File: src/hdl/rcp_pkg.sv
// ----------------------------------------------------------------------------
// Resource container parser package
// Shared constants, payload structs and event type for the parser block.
// ----------------------------------------------------------------------------
package rcp_pkg;

  // Entry table limits
  localparam int unsigned MaxEntries = 64;
  localparam int unsigned EntryCntW  = $clog2(MaxEntries + 2);
  localparam logic [EntryCntW-1:0] EntryMax = EntryCntW'(MaxEntries);

  // Header layout
  localparam int unsigned HeaderLen = 16;
  localparam logic [3:0] TypeEndPos = 4'd4;
  localparam logic [3:0] NameEndPos = 4'd12;
  localparam logic [3:0] LastPos    = 4'd15;

  // Byte counter, saturating one past the 24-bit offset range
  localparam int unsigned ByteCntW = 25;
  localparam logic [ByteCntW-1:0] ByteCap  = 25'h1000000;
  localparam logic [ByteCntW-1:0] MinFile  = ByteCntW'(HeaderLen);
  localparam logic [23:0]         OffsetMax = 24'hFFFFFF;

  // Config register indexes
  localparam int unsigned CfgIdxW = 2;
  localparam logic [CfgIdxW-1:0] CfgMaxFileSize = 2'd0;
  localparam logic [CfgIdxW-1:0] CfgFindType    = 2'd1;

  // Status codes
  localparam logic [2:0] StOk        = 3'd0;
  localparam logic [2:0] StBadSize   = 3'd1;
  localparam logic [2:0] StTruncHdr  = 3'd2;
  localparam logic [2:0] StTruncBody = 3'd3;
  localparam logic [2:0] StTooMany   = 3'd4;

  // Record kinds
  localparam logic KindEntry  = 1'b0;
  localparam logic KindStatus = 1'b1;

  // Queue depth between front and back
  localparam int unsigned QDepth = 4;
  localparam int unsigned QPtrW  = $clog2(QDepth);
  localparam int unsigned QCntW  = $clog2(QDepth + 1);

  typedef struct packed {
    logic [7:0] data_byte;
    logic       end_of_file;
  } rcp_in_t;

  typedef struct packed {
    logic        record_kind;
    logic [5:0]  entry_index;
    logic [31:0] entry_type;
    logic [63:0] entry_name;
    logic [31:0] payload_len;
    logic [23:0] data_offset;
    logic [2:0]  status_code;
    logic [6:0]  entry_total;
    logic        match_found;
    logic [5:0]  match_index;
    logic        last_result;
  } rcp_out_t;

  // What one byte produced: an entry record, a status record, or both
  typedef struct packed {
    logic     has_entry;
    logic     has_status;
    rcp_out_t entry_rec;
    rcp_out_t status_rec;
  } rcp_event_t;

endpackage

File: src/hdl/resource_container_parser_unit.sv
// ----------------------------------------------------------------------------
// Resource container parser unit
// Streams a container file byte by byte, emits one record per entry header
// (up to 64) and a final status record on the end-of-file byte.
// ----------------------------------------------------------------------------
//  channel | direction | handshake             | payload
//  --------+-----------+-----------------------+---------------------------
//  in      | input     | in_valid_i/in_ready_o | in_data_i  (rcp_in_t)
//  out     | output    | out_valid_o/out_ready_i | out_data_o (rcp_out_t)
//  cfg     | input     | cfg_valid_i/cfg_ready_o | cfg_index_i, cfg_data_i
//
// One byte is taken per cycle; the front end updates the walk state in the
// cycle of the transfer. A byte that closes a header and ends the file gives
// two results, which the back end sends in turn. A 4-deep event queue
// lets input continue while results wait; input stalls only when it is full.
// Reset clears the walk state and loads the config defaults; no clearing pass.
// ----------------------------------------------------------------------------
module resource_container_parser_unit (
  input  logic                        clk_i,
  input  logic                        rst_ni,
  input  logic                        in_valid_i,
  output logic                        in_ready_o,
  input  rcp_pkg::rcp_in_t            in_data_i,
  output logic                        out_valid_o,
  input  logic                        out_ready_i,
  output rcp_pkg::rcp_out_t           out_data_o,
  input  logic                        cfg_valid_i,
  output logic                        cfg_ready_o,
  input  logic [rcp_pkg::CfgIdxW-1:0] cfg_index_i,
  input  logic [31:0]                 cfg_data_i
);

  logic                push;
  rcp_pkg::rcp_event_t push_event;
  logic                q_full;
  logic                q_valid;
  logic                q_pop;
  rcp_pkg::rcp_event_t q_head;

  // Byte walk and record building
  rcp_front u_front (
    .clk_i       (clk_i),
    .rst_ni      (rst_ni),
    .in_valid_i  (in_valid_i),
    .in_ready_o  (in_ready_o),
    .in_data_i   (in_data_i),
    .cfg_valid_i (cfg_valid_i),
    .cfg_ready_o (cfg_ready_o),
    .cfg_index_i (cfg_index_i),
    .cfg_data_i  (cfg_data_i),
    .q_full_i    (q_full),
    .push_o      (push),
    .event_o     (push_event)
  );

  // Decoupling queue
  rcp_queue u_queue (
    .clk_i       (clk_i),
    .rst_ni      (rst_ni),
    .push_i      (push),
    .push_data_i (push_event),
    .full_o      (q_full),
    .pop_i       (q_pop),
    .valid_o     (q_valid),
    .head_o      (q_head)
  );

  // Result sequencing
  rcp_back u_back (
    .clk_i       (clk_i),
    .rst_ni      (rst_ni),
    .q_valid_i   (q_valid),
    .q_head_i    (q_head),
    .q_pop_o     (q_pop),
    .out_valid_o (out_valid_o),
    .out_ready_i (out_ready_i),
    .out_data_o  (out_data_o)
  );

endmodule

File: src/hdl/rcp_front.sv
// ----------------------------------------------------------------------------
// Resource container parser front end
// Walks the byte stream, holds config, and emits record events per byte.
// ----------------------------------------------------------------------------
module rcp_front (
  input  logic                        clk_i,
  input  logic                        rst_ni,
  input  logic                        in_valid_i,
  output logic                        in_ready_o,
  input  rcp_pkg::rcp_in_t            in_data_i,
  input  logic                        cfg_valid_i,
  output logic                        cfg_ready_o,
  input  logic [rcp_pkg::CfgIdxW-1:0] cfg_index_i,
  input  logic [31:0]                 cfg_data_i,
  input  logic                        q_full_i,
  output logic                        push_o,
  output rcp_pkg::rcp_event_t         event_o
);

  logic [23:0] max_size_q;
  logic [31:0] find_type_q;

  logic        in_payload_q, in_payload_d;
  logic [3:0]  header_pos_q, header_pos_d;
  logic [31:0] type_shift_q, type_shift_d;
  logic [63:0] name_shift_q, name_shift_d;
  logic [31:0] size_shift_q, size_shift_d;
  logic [31:0] payload_left_q, payload_left_d;
  logic [rcp_pkg::ByteCntW-1:0]  byte_total_q, byte_total_d;
  logic [rcp_pkg::EntryCntW-1:0] entries_seen_q, entries_seen_d;
  logic [2:0]  walk_error_q, walk_error_d;
  logic [1:0]  match_count_q, match_count_d;
  logic [5:0]  first_match_q, first_match_d;

  logic        accept;
  logic        entry_done;
  logic [2:0]  code;

  assign in_ready_o  = !q_full_i;
  assign cfg_ready_o = 1'b1;
  assign accept      = in_valid_i && in_ready_o;

  // Config registers
  always_ff @(posedge clk_i or negedge rst_ni) begin
    if (!rst_ni) begin
      max_size_q  <= 24'hFFFFFF;
      find_type_q <= '0;
    end else if (cfg_valid_i) begin
      unique case (cfg_index_i)
        rcp_pkg::CfgMaxFileSize: max_size_q  <= cfg_data_i[23:0];
        rcp_pkg::CfgFindType:    find_type_q <= cfg_data_i;
        default: ;
      endcase
    end
  end

  // Walk update and record building
  always_comb begin
    in_payload_d   = in_payload_q;
    header_pos_d   = header_pos_q;
    type_shift_d   = type_shift_q;
    name_shift_d   = name_shift_q;
    size_shift_d   = size_shift_q;
    payload_left_d = payload_left_q;
    byte_total_d   = byte_total_q;
    entries_seen_d = entries_seen_q;
    walk_error_d   = walk_error_q;
    match_count_d  = match_count_q;
    first_match_d  = first_match_q;
    entry_done     = 1'b0;
    code           = rcp_pkg::StOk;
    push_o         = 1'b0;
    event_o        = '0;

    if (accept) begin
      if (byte_total_q < rcp_pkg::ByteCap) begin
        byte_total_d = byte_total_q + 1'b1;
      end

      if (in_payload_q) begin
        // payload byte: count down
        payload_left_d = payload_left_q - 32'd1;
        if (payload_left_d == '0) begin
          in_payload_d = 1'b0;
          entry_done   = 1'b1;
        end
      end else begin
        // header byte: shift into the field it belongs to
        if (header_pos_q < rcp_pkg::TypeEndPos) begin
          type_shift_d = {in_data_i.data_byte, type_shift_q[31:8]};
        end else if (header_pos_q < rcp_pkg::NameEndPos) begin
          name_shift_d = {in_data_i.data_byte, name_shift_q[63:8]};
        end else begin
          size_shift_d = {in_data_i.data_byte, size_shift_q[31:8]};
        end
        header_pos_d = header_pos_q + 4'd1;

        if (header_pos_q == rcp_pkg::LastPos) begin
          if (entries_seen_q < rcp_pkg::EntryMax) begin
            event_o.has_entry             = 1'b1;
            event_o.entry_rec.record_kind = rcp_pkg::KindEntry;
            event_o.entry_rec.entry_index = entries_seen_q[5:0];
            event_o.entry_rec.entry_type  = type_shift_q;
            event_o.entry_rec.entry_name  = name_shift_q;
            event_o.entry_rec.payload_len = size_shift_d;
            event_o.entry_rec.data_offset = byte_total_d[24] ? rcp_pkg::OffsetMax
                                                              : byte_total_d[23:0];
            if (type_shift_q == find_type_q) begin
              if (match_count_q == 2'd0) begin
                first_match_d = entries_seen_q[5:0];
              end
              if (match_count_q < 2'd2) begin
                match_count_d = match_count_q + 2'd1;
              end
            end
          end
          if (entries_seen_q <= rcp_pkg::EntryMax) begin
            entries_seen_d = entries_seen_q + 1'b1;
          end
          payload_left_d = size_shift_d;
          if (size_shift_d != '0) begin
            in_payload_d = 1'b1;
          end else begin
            entry_done = 1'b1;
          end
        end
      end

      // latch the too-many error once an entry past the limit completes
      if (entry_done && entries_seen_d > rcp_pkg::EntryMax &&
          walk_error_q == rcp_pkg::StOk) begin
        walk_error_d = rcp_pkg::StTooMany;
      end

      if (in_data_i.end_of_file) begin
        // final status, in priority order
        if (byte_total_d < rcp_pkg::MinFile ||
            byte_total_d > {1'b0, max_size_q}) begin
          code = rcp_pkg::StBadSize;
        end else if (walk_error_d != rcp_pkg::StOk) begin
          code = walk_error_d;
        end else if (!in_payload_d && header_pos_d != 4'd0) begin
          code = rcp_pkg::StTruncHdr;
        end else if (in_payload_d) begin
          code = rcp_pkg::StTruncBody;
        end else begin
          code = rcp_pkg::StOk;
        end
        event_o.has_status             = 1'b1;
        event_o.status_rec.record_kind = rcp_pkg::KindStatus;
        event_o.status_rec.status_code = code;
        if (code == rcp_pkg::StOk) begin
          event_o.status_rec.entry_total = 7'(entries_seen_d);
          if (match_count_d == 2'd1) begin
            event_o.status_rec.match_found = 1'b1;
            event_o.status_rec.match_index = first_match_d;
          end
        end

        // next byte starts a new file
        in_payload_d   = 1'b0;
        header_pos_d   = '0;
        type_shift_d   = '0;
        name_shift_d   = '0;
        size_shift_d   = '0;
        payload_left_d = '0;
        byte_total_d   = '0;
        entries_seen_d = '0;
        walk_error_d   = rcp_pkg::StOk;
        match_count_d  = '0;
        first_match_d  = '0;
      end

      push_o = event_o.has_entry || event_o.has_status;
    end
  end

  // Walk state
  always_ff @(posedge clk_i or negedge rst_ni) begin
    if (!rst_ni) begin
      in_payload_q   <= 1'b0;
      header_pos_q   <= '0;
      type_shift_q   <= '0;
      name_shift_q   <= '0;
      size_shift_q   <= '0;
      payload_left_q <= '0;
      byte_total_q   <= '0;
      entries_seen_q <= '0;
      walk_error_q   <= rcp_pkg::StOk;
      match_count_q  <= '0;
      first_match_q  <= '0;
    end else begin
      in_payload_q   <= in_payload_d;
      header_pos_q   <= header_pos_d;
      type_shift_q   <= type_shift_d;
      name_shift_q   <= name_shift_d;
      size_shift_q   <= size_shift_d;
      payload_left_q <= payload_left_d;
      byte_total_q   <= byte_total_d;
      entries_seen_q <= entries_seen_d;
      walk_error_q   <= walk_error_d;
      match_count_q  <= match_count_d;
      first_match_q  <= first_match_d;
    end
  end

endmodule

File: src/hdl/rcp_queue.sv
// ----------------------------------------------------------------------------
// Resource container parser event queue
// Small FIFO of record events between the front end and the back end.
// ----------------------------------------------------------------------------
module rcp_queue (
  input  logic                clk_i,
  input  logic                rst_ni,
  input  logic                push_i,
  input  rcp_pkg::rcp_event_t push_data_i,
  output logic                full_o,
  input  logic                pop_i,
  output logic                valid_o,
  output rcp_pkg::rcp_event_t head_o
);

  rcp_pkg::rcp_event_t              slots_q [rcp_pkg::QDepth];
  logic [rcp_pkg::QPtrW-1:0]        wr_ptr_q, rd_ptr_q;
  logic [rcp_pkg::QCntW-1:0]        count_q;
  logic                             do_push, do_pop;

  assign full_o  = (count_q == rcp_pkg::QCntW'(rcp_pkg::QDepth));
  assign valid_o = (count_q != '0);
  assign head_o  = slots_q[rd_ptr_q];
  assign do_push = push_i && !full_o;
  assign do_pop  = pop_i && valid_o;

  // Storage
  always_ff @(posedge clk_i) begin
    if (do_push) begin
      slots_q[wr_ptr_q] <= push_data_i;
    end
  end

  // Pointers and fill count
  always_ff @(posedge clk_i or negedge rst_ni) begin
    if (!rst_ni) begin
      wr_ptr_q <= '0;
      rd_ptr_q <= '0;
      count_q  <= '0;
    end else begin
      if (do_push) begin
        wr_ptr_q <= wr_ptr_q + 1'b1;
      end
      if (do_pop) begin
        rd_ptr_q <= rd_ptr_q + 1'b1;
      end
      if (do_push && !do_pop) begin
        count_q <= count_q + 1'b1;
      end else if (do_pop && !do_push) begin
        count_q <= count_q - 1'b1;
      end
    end
  end

endmodule

File: src/hdl/rcp_back.sv
// ----------------------------------------------------------------------------
// Resource container parser back end
// Unpacks queued events into result transfers through an output register.
// ----------------------------------------------------------------------------
module rcp_back (
  input  logic                clk_i,
  input  logic                rst_ni,
  input  logic                q_valid_i,
  input  rcp_pkg::rcp_event_t q_head_i,
  output logic                q_pop_o,
  output logic                out_valid_o,
  input  logic                out_ready_i,
  output rcp_pkg::rcp_out_t   out_data_o
);

  logic              out_valid_q, out_valid_d;
  rcp_pkg::rcp_out_t out_q, out_d;
  logic              entry_sent_q, entry_sent_d;
  logic              load;

  assign load        = !out_valid_q || out_ready_i;
  assign out_valid_o = out_valid_q;
  assign out_data_o  = out_q;

  // Pick the next record: entry first, then status of the same byte
  always_comb begin
    out_valid_d  = out_valid_q && !out_ready_i;
    out_d        = out_q;
    entry_sent_d = entry_sent_q;
    q_pop_o      = 1'b0;
    if (load && q_valid_i) begin
      out_valid_d = 1'b1;
      if (q_head_i.has_entry && !entry_sent_q) begin
        out_d             = q_head_i.entry_rec;
        out_d.last_result = !q_head_i.has_status;
        if (q_head_i.has_status) begin
          entry_sent_d = 1'b1;
        end else begin
          q_pop_o = 1'b1;
        end
      end else begin
        out_d             = q_head_i.status_rec;
        out_d.last_result = 1'b1;
        entry_sent_d      = 1'b0;
        q_pop_o           = 1'b1;
      end
    end
  end

  always_ff @(posedge clk_i or negedge rst_ni) begin
    if (!rst_ni) begin
      out_valid_q  <= 1'b0;
      entry_sent_q <= 1'b0;
    end else begin
      out_valid_q  <= out_valid_d;
      entry_sent_q <= entry_sent_d;
    end
  end

  // Result payload
  always_ff @(posedge clk_i) begin
    out_q <= out_d;
  end

endmodule

File: config.mk
export PLATFORM = sky130hd
export DESIGN_NAME = resource_container_parser_unit
export DESIGN_NICKNAME = d
export VERILOG_FILES = /design/src/hdl/rcp_pkg.sv /design/src/hdl/resource_container_parser_unit.sv /design/src/hdl/rcp_front.sv /design/src/hdl/rcp_queue.sv /design/src/hdl/rcp_back.sv
export SDC_FILE = /design/constraint.sdc
export NUM_CORES = 1
export LEC_CHECK = 0
export ABC_AREA = 0
export BUFFER_PORTS_ARGS = -buffer_cell sky130_fd_sc_hd__buf_2
export CAP_MARGIN = 20
export CELL_PAD_IN_SITES_DETAIL_PLACEMENT = 0
export CELL_PAD_IN_SITES_GLOBAL_PLACEMENT = 1
export CORE_MARGIN = 10
export CORE_UTILIZATION = 46
export DETAILED_ROUTE_END_ITERATION = 12
export HOLD_SLACK_MARGIN = 0.12
export PLACE_DENSITY_LB_ADDON = 0.1
export SYNTH_ARGS = -nofsm -noshare
export SYNTH_HDL_FRONTEND = slang
export SYNTH_SLANG_ARGS = --single-unit
File: constraint.sdc
create_clock -name clk_i -period 11.2 [get_ports clk_i]
set_input_delay 2.24 -clock clk_i [delete_from_list [all_inputs] [get_ports clk_i]]
set_output_delay 2.24 -clock clk_i [all_outputs]
set_load 0.01 [all_outputs]
==> impl_metrics.csv, run 1 <==
group,metric,value,unit
setup_path,worst_setup_path_startpoint,"u_front.header_pos_q[2]$_DFFE_PN0P_",
setup_path,critical-path-top-delay-family,"simple AND/OR/NAND/NOR gates",
finish,final_net_count,3381,
cts,clock_tree_from_tritoncts,"built",
setup_path,worst_r2r_startpoint,"u_front.header_pos_q[2]$_DFFE_PN0P_",
pwr,power.net_switching,3630,µW
pwr,p_int,8960,µW
pwr,switching_share,28.8,%
synth,synth.lib_cells_used.distinct,82,
global_route,grt_overflow_total,0,
cts,htree_num_levels,3,
setup_path,critical-path-slowest-cell,"and2_2",
floorplan,die_x,343,µm
global_route,antenna_found_initial,5,
setup_path,cp-start-kind,"flop",
sta,timing.clock.skew,0.0387,ns
floorplan,floorplan.die.height,343,µm
floorplan,dieArea,118000,µm²
sta,worstMarginPinSlew,1.08,ns
cts,numClockSinks,1158,
sta,setup_viol,0,
synth,synth.yosys.seq_area_share,69.6,%
sta,final.setup.tns,0,ns
setup_path,critical_path_cell_count,8,
job,drv_cap,0,
drt,drt_iter0_drc,2221,
hold_path,hold_path.startpoint,"u_front.first_match_q[5]$_DFFE_PN0P_",
cts,number_of_hold_repair_buffers_added_at_the_cts_stage,0,
pwr,leakage,0.0206,µW
pwr,pwr-share-seq,45.8,%
finish,nFillCells,8600,
setup_path,worstSetupPathType,"flop to flop",
global_route,gr-usage-all-layers,19.0,%
global_route,wire_length_of_the_first_global_routing_pass,173000,µm
floorplan,floorplan.core_area,104000,µm²
sta,max_slew_violation_total_from_the_final_report,0,
synth,synth-warning-count,0,
drt,detail_route.wl_per_cell,23.7,µm
drt,wirelength,113000,µm
setup_path,reg2reg_end,"u_queue.slots_q[1][100]$_DFFE_PP_",
drt,drc,0,
drt,highest_layer,"met4",
setup_path,timing.critical_path.fanout_max,125,
synth,mappedNetlistArea,48000,µm²
drt,via_density_per_instance,5.58,
sta,relSlewSlack,25.9,%
cts,post_cts_resize_count,0,
setup_path,crit_path_cell_trace,"and2_2, nand3_1, nor2_4, buf_4, nand2_2, nand2_1, and2_4, buf_12",
sta,period_share,52.2,%
sta,layout_setup_ws,5.35,ns
setup_path,cp_data_arrival_time,6.15,ns
finish,synthToLayoutAreaGrowth,13.4,%
placed_design,numPlacedInstances,4551,
synth,syn-num-nets,3208,
cts,clk_pin_slew,0.06,ns
placed_design,placement.io_buffers,226,
synth,synth.ff_latch_count,1158,
setup_path,crit_path_max_incr_delay,0.91,ns
cts,cts_buffer_depth,3,
pwr,vdd_drop_max,208,µV
drt,wl_met3,5380,µm
hold_path,hold_class,"flop to flop",
global_route,grt_start_max_net_pins,145,
synth,dominantRegCellSynth,"edfxtp_1",
finish,post_route_cells_drive_above_1_share,21.6,%
setup_path,critical_path_required,11.51,ns
synth,mean_post_synth_cell_area,15.4,µm²
drt,route.met2.wl,53300,µm
drt,drt.antenna.violating_nets,0,
run_status,run_status,"finished, final reports clean",
sta,count_of_endpoints_failing_hold_in_the_final_timing_report,0,
placed_design,dpl_worst_slack,5.11,ns
floorplan,placementRows,118,
finish,final_instance_count_excl_fillers,4781,
finish,postLayoutCoreUtil,52.5,%
pwr,power_frac_clock,31.1,%
synth,synth-async-reset-ratio,23.6,%
drt,met1Wirelength,51900,µm
floorplan,initial_utilization,46.3,%
drt,firstDrtPassIters,6,
pwr,finalPower,12600,µW
synth,syn_inst,3123,
cts,cts_made_buffers,119,
placed_design,detailed_place_hpwl,71900,µm
sta,fmax,171,MHz
setup_path,critical_path.n_buffers_inverters,2,
pwr,cellPowerDensity,231,nW/µm²
setup_path,cp-end-kind,"flop",
placed_design,gp_congestion,0.883,
pwr,share_of_total_power_in_combinational_logic,23.1,%
setup_path,cp-endpoint,"u_queue.slots_q[1][100]$_DFFE_PP_",
sta,post-route-min-period,5.85,ns
setup_path,rrSetupSlack,5.35,ns
cts,root_buffer,"clkbuf_16",
setup_path,worst_r2r_path_depth,8,
cts,cts_setup_buffers,0,
cts,clock_latency,0.72,ns
global_route,grt_pass1_vias,27000,
floorplan,design.portCount,228,
synth,count_of_flip_flops_with_a_built_in_enable_after_synthesis,885,
sta,grt_setup_unrepaired,"false",
drt,detailroute.via_count,26700,
-- cell usage in the layout, fill, tap and decap left out, drive strengths merged, types with 65 or more instances in the layout --
cell type / instances
edfxtp: 885
buf: 264
and3: 262
dfrtp: 249
nand2: 244
o21ai: 216
mux4: 177
clkbuf: 151
nand2b: 97
nor2: 86
inv: 65
-- area by class of cell --
| type | count | area (µm²) | area share, % |
|---|---|---|---|
| inverters | 65 | 246 | 0.453 |
| clock buffers | 151 | 3150 | 5.79 |
| multi-input cells | 1688 | 13600 | 24.9 |
| well taps | 1380 | 1730 | 3.17 |
| clock inverters | 74 | 733 | 1.35 |
| repair buffers | 264 | 1560 | 2.86 |
| flip-flops and latches | 1158 | 33400 | 61.4 |
| diodes | 1 | 2.50 | 0.00460 |
-- power by group through the flow --
stage / Sequential, µW / Combinational, µW / Clock [µW]
floorplan: 5980 / 1800 / 0
global placement: 5830 / 2960 / 0
detailed placement: 5860 / 2970 / 0
CTS: 5780 / 2980 / 4020
global route: 5840 / 3180 / 4190
finish: 5770 / 2910 / 3910
-- registers in the layout, indices dropped and copies added (netlist names) --
| name | count |
|---|---|
| u_front.header_pos_q | 4 |
| u_back.entry_sent_q | 1 |
| u_front.name_shift_q | 64 |
| u_front.in_payload_q | 1 |
| u_front.walk_error_q | 3 |
| u_queue.wr_ptr_q | 2 |
| u_front.max_size_q | 24 |
| u_front.match_count_q | 2 |
| u_queue.rd_ptr_q | 2 |
| u_front.first_match_q | 6 |
| u_back.out_valid_o | 1 |
| u_front.byte_total_q | 25 |
| u_front.find_type_q | 32 |
| u_queue.slots_q | 708 |
| u_back.out_data_o | 177 |
| u_front.type_shift_q | 32 |
| u_front.payload_left_q | 32 |
| u_front.size_shift_q | 32 |
| u_front.entries_seen_q | 7 |
| u_queue.count_q | 3 |
-- kinds of logic (layout without fill, tap and decap cells) --
logic type | after synthesis | in the layout | synth area share [%]
compound gates | 379 | 379 | 4.65
xor+xnor | 91 | 91 | 1.66
fa+ha+maj | 37 | 37 | 0.980
buf+inv | 277 | 554 | 2.28
flops | 1158 | 1158 | 69.6
mux | 268 | 268 | 10.3
other cells | 1 | 2 | 0.00781
simple gates | 912 | 912 | 10.5
-- per-stage QoR --
stage / area (µm²) / hold slack, ns
5_1_grt: 54400 / 0.514
6_report: 54400 / 0.473
4_1_cts: 54300 / 0.477
3_3_place_gp: 50400 / 0.455
2_1_floorplan: 48000 / 0.442
3_5_place_dp: 50400 / 0.463
-- routing by layer --
layer / up-vias / GRT usage [%]
li1: 12200 / -
met1: 13700 / 27.6
met2: 654 / 29.8
met3: 164 / 2.71
met4: 0 / 5.49
met5: - / 0
-- cell usage after synthesis, drive strengths merged, types with 7 or more instances --
master / n / area share [%]
edfxtp: 885 / 55
and3: 262 / 3.4
dfrtp: 249 / 13
nand2: 244 / 1.9
o21ai: 216 / 2.3
mux4: 177 / 8.3
clkbuf: 164 / 1.3
nand2b: 97 / 1.3
nor2: 86 / 0.67
inv: 64 / 0.50
xnor2: 61 / 1.1
a21oi: 59 / 0.63
nor3: 57 / 0.69
mux2i: 56 / 1.2
buf: 48 / 0.48
ha: 36 / 0.94
mux2: 35 / 0.82
nand4: 33 / 0.46
a22o: 32 / 0.58
nor4: 31 / 0.58
and2: 30 / 0.39
xor2: 30 / 0.55
dfstp: 24 / 1.3
nand3: 19 / 0.23
or3: 13 / 0.17
o31ai: 11 / 0.17
a31oi: 9 / 0.12
a21o: 8 / 0.13
nand4b: 7 / 0.13
nor2b: 7 / 0.091
-- worst min path at each step --
stage	depth (start not counted)	to	slack [ns]
finish	2	u_front.first_match_q[5]$_DFFE_PN0P_	0.47
global route	2	u_front.first_match_q[5]$_DFFE_PN0P_	0.51
CTS	2	u_front.first_match_q[5]$_DFFE_PN0P_	0.48
detailed placement	2	u_front.first_match_q[5]$_DFFE_PN0P_	0.46
global placement	2	u_front.first_match_q[4]$_DFFE_PN0P_	0.45
floorplan	2	u_front.first_match_q[4]$_DFFE_PN0P_	0.44
-- worst register-to-register path, delay by kind of cell (launching register included) --
family                 cells  cell delay [ns]
buffers and inverters      2             1.13
DFF                        1             0.47
and+or+nand+nor            6             3.45
(Power assumes the default switching activity.)
==> run 2, diff against run 1 <==
==> constraint.sdc (replaced) <==
create_clock -name clk_i -period 5.3 [get_ports clk_i]
set_input_delay 1.06 -clock clk_i [delete_from_list [all_inputs] [get_ports clk_i]]
set_output_delay 1.06 -clock clk_i [all_outputs]
set_load 0.01 [all_outputs]
==> run 2 against run 1 <==
- core utilization increased by 0.18 points
- final area rose by 0.35%
- flip-flop and latch count unchanged
- die area did not move
- largest cell class unchanged
- power grew 110%
- via count increased by 1.4%
- sequential share of layout area is 0.21 points lower
- largest power group unchanged
- count of clock-buffer cells in the layout rose by 6
- critical path depth up 8
- clock skew is 0.014 ns lower
==> impl_metrics.csv, run 2 (synthesis results as in run 1) <==
group,metric,value,unit
run_status,run_status,"finished, final reports clean",
setup_path,rrSetupSlack,0.51,ns
sta,post-route-min-period,4.79,ns
global_route,grt_start_max_net_pins,106,
floorplan,design.portCount,228,
global_route,grt_pass1_vias,28500,
sta,setup_viol,0,
cts,clock_latency,0.71,ns
cts,clk_pin_slew,0.06,ns
placed_design,numPlacedInstances,4576,
drt,detailroute.via_count,27100,
finish,largest_register_ff_count,708,
sta,fmax,209,MHz
placed_design,placement.io_buffers,226,
finish,mostFrequentLayoutCells,"edfxtp_1 (885), and3_1 (262), dfrtp_1 (246)",
global_route,grt_overflow_total,0,
sta,grt_setup_unrepaired,"false",
finish,post_route_cells_drive_above_1_share,21.9,%
setup_path,cp-start-kind,"flop",
cts,clock_tree_from_tritoncts,"built",
pwr,vdd_drop_max,376,µV
placed_design,placedInstanceArea,50800,µm²
setup_path,worstSetupPathType,"flop to flop",
placed_design,detailed_place_hpwl,74000,µm
sta,period_share,90.4,%
pwr,share_of_total_power_in_combinational_logic,23.7,%
sta,worstMarginPinSlew,1.07,ns
cts,cts_made_buffers,121,
setup_path,cp_data_arrival_time,5.20,ns
drt,via_density_per_instance,5.63,
drt,drt.antenna.violating_nets,0,
placed_design,gp_congestion,0.876,
global_route,wire_length_of_the_first_global_routing_pass,180000,µm
pwr,switching_share,29.1,%
pwr,pwr-share-seq,45.7,%
pwr,power.net_switching,7760,µW
pwr,p_int,18900,µW
sta,max_slew_violation_total_from_the_final_report,0,
sta,fin_hold_ws,0.353,ns
drt,drt_iter0_drc,1790,
drt,drc,0,
job,drv_cap,0,
global_route,gr-usage-all-layers,19.9,%
finish,postLayoutCoreUtil,52.7,%
floorplan,floorplan.core_area,104000,µm²
cts,cts_setup_buffers,0,
finish,final_instance_count_excl_fillers,4804,
finish,final_design_instance_area_without_fill,54600,µm²
setup_path,critical_path_required,5.71,ns
placed_design,dpl_worst_slack,0.456,ns
sta,layout_setup_ws,0.511,ns
finish,final_net_count,3404,
cts,cts_buffer_depth,3,
drt,firstDrtPassIters,5,
setup_path,worst_r2r_path_depth,16,
sta,count_of_endpoints_failing_hold_in_the_final_timing_report,0,
floorplan,dieArea,118000,µm²
setup_path,timing.critical_path.fanout_max,14,
sta,relSlewSlack,28.5,%
cts,numClockSinks,1158,
pwr,power_frac_clock,30.6,%
cts,htree_num_levels,3,
setup_path,reg2reg_end,"u_queue.slots_q[3][4]$_DFFE_PP_",
pwr,leakage,0.0207,µW
floorplan,die_x,343,µm
pwr,cellPowerDensity,487,nW/µm²
finish,largest_register,"u_queue.slots_q",
drt,wirelength,117000,µm
floorplan,initial_utilization,46.3,%
sta,timing.clock.skew,0.0245,ns
floorplan,floorplan.die.height,343,µm
finish,nFillCells,8605,
floorplan,placementRows,118,
finish,final_common_cell,"edfxtp_1",
setup_path,worst_r2r_startpoint,"u_front.byte_total_q[0]$_DFFE_PN0P_",
drt,detail_route.wl_per_cell,24.3,µm
setup_path,cp-end-kind,"flop",
global_route,antenna_found_initial,3,
cts,root_buffer,"clkbuf_16",
hold_path,hold_class,"input pin to asynchronous set/reset pin",
finish,synthToLayoutAreaGrowth,13.8,%
## run 2: per-stage QoR
step | setup TNS (ns) | power (µW)
2_1_floorplan | -0.467 | 16300
5_1_grt | 0 | 28000
6_report | 0 | 26600
3_3_place_gp | 0 | 18700
3_5_place_dp | 0 | 18800
4_1_cts | 0 | 27100
## run 2: power by group through the flow
stage	clock network (µW)	logic, µW	registers [µW]
floorplan	0	3800	12500
global placement	0	6440	12300
detailed placement	0	6480	12400
CTS	8370	6500	12200
global route	8750	6900	12300
finish	8150	6300	12200
## run 2: worst max path at each step
stage | slack (ns) | end | startpoint
6_report | 0.51 | u_queue.slots_q[3][4]$_DFFE_PP_ | u_front.byte_total_q[0]$_DFFE_PN0P_
5_1_grt | 0.03 | u_queue.slots_q[1][4]$_DFFE_PP_ | u_front.byte_total_q[0]$_DFFE_PN0P_
4_1_cts | 0.43 | u_queue.slots_q[1][4]$_DFFE_PP_ | u_front.byte_total_q[0]$_DFFE_PN0P_
3_5_place_dp | 0.46 | u_queue.slots_q[1][4]$_DFFE_PP_ | u_front.byte_total_q[0]$_DFFE_PN0P_
3_3_place_gp | 0.65 | u_queue.slots_q[0][1]$_DFFE_PP_ | u_front.byte_total_q[4]$_DFFE_PN0P_
2_1_floorplan | -0.32 | u_queue.count_q[1]$_DFFE_PN0P_ | out_ready_i
## run 2: repair_timing
action | in CTS | in global routing
setup endpoints to repair | 0 | 20
gates resized for setup | 0 | 2
hold buffers | 0 | 0
## run 2: final cells by class
class                   instances  area (µm²)  share of cell area (%)
flip-flops and latches       1158       33400                    61.2
diodes                          1        2.50                 0.00458
repair buffers                285        1790                    3.27
multi-input cells            1688       13600                    24.9
clock inverters                70         589                    1.08
clock buffers                 157        3250                    5.94
inverters                      65         246                   0.451
well taps                    1380        1730                    3.16
## run 2: metal layers
layer  track usage (%)  vias up  share of wire [%]
met5                 0        -                  0
met4              6.12        0                2.6
met3              3.54      152                5.2
met2              32.2      676                 48
met1              27.3    14000                 44
li1                  -    12300                  -
## run 2: critical path: stages, from the launching register on
cell and delay, ns:
dfrtp_1 0.49, ha_1 0.31, nand2b_1 0.35, nor2_1 0.12, and2_1 0.21, xnor2_1 0.25, inv_1 0.09, ha_1 0.33
a211oi_1 0.24, nand2_1 0.07, o21ai_0 0.18, a21oi_1 0.10, nor4_1 0.27, a211oi_1 0.19, nand4b_1 0.27, nand4bb_4 0.40
nor4_1 0.62
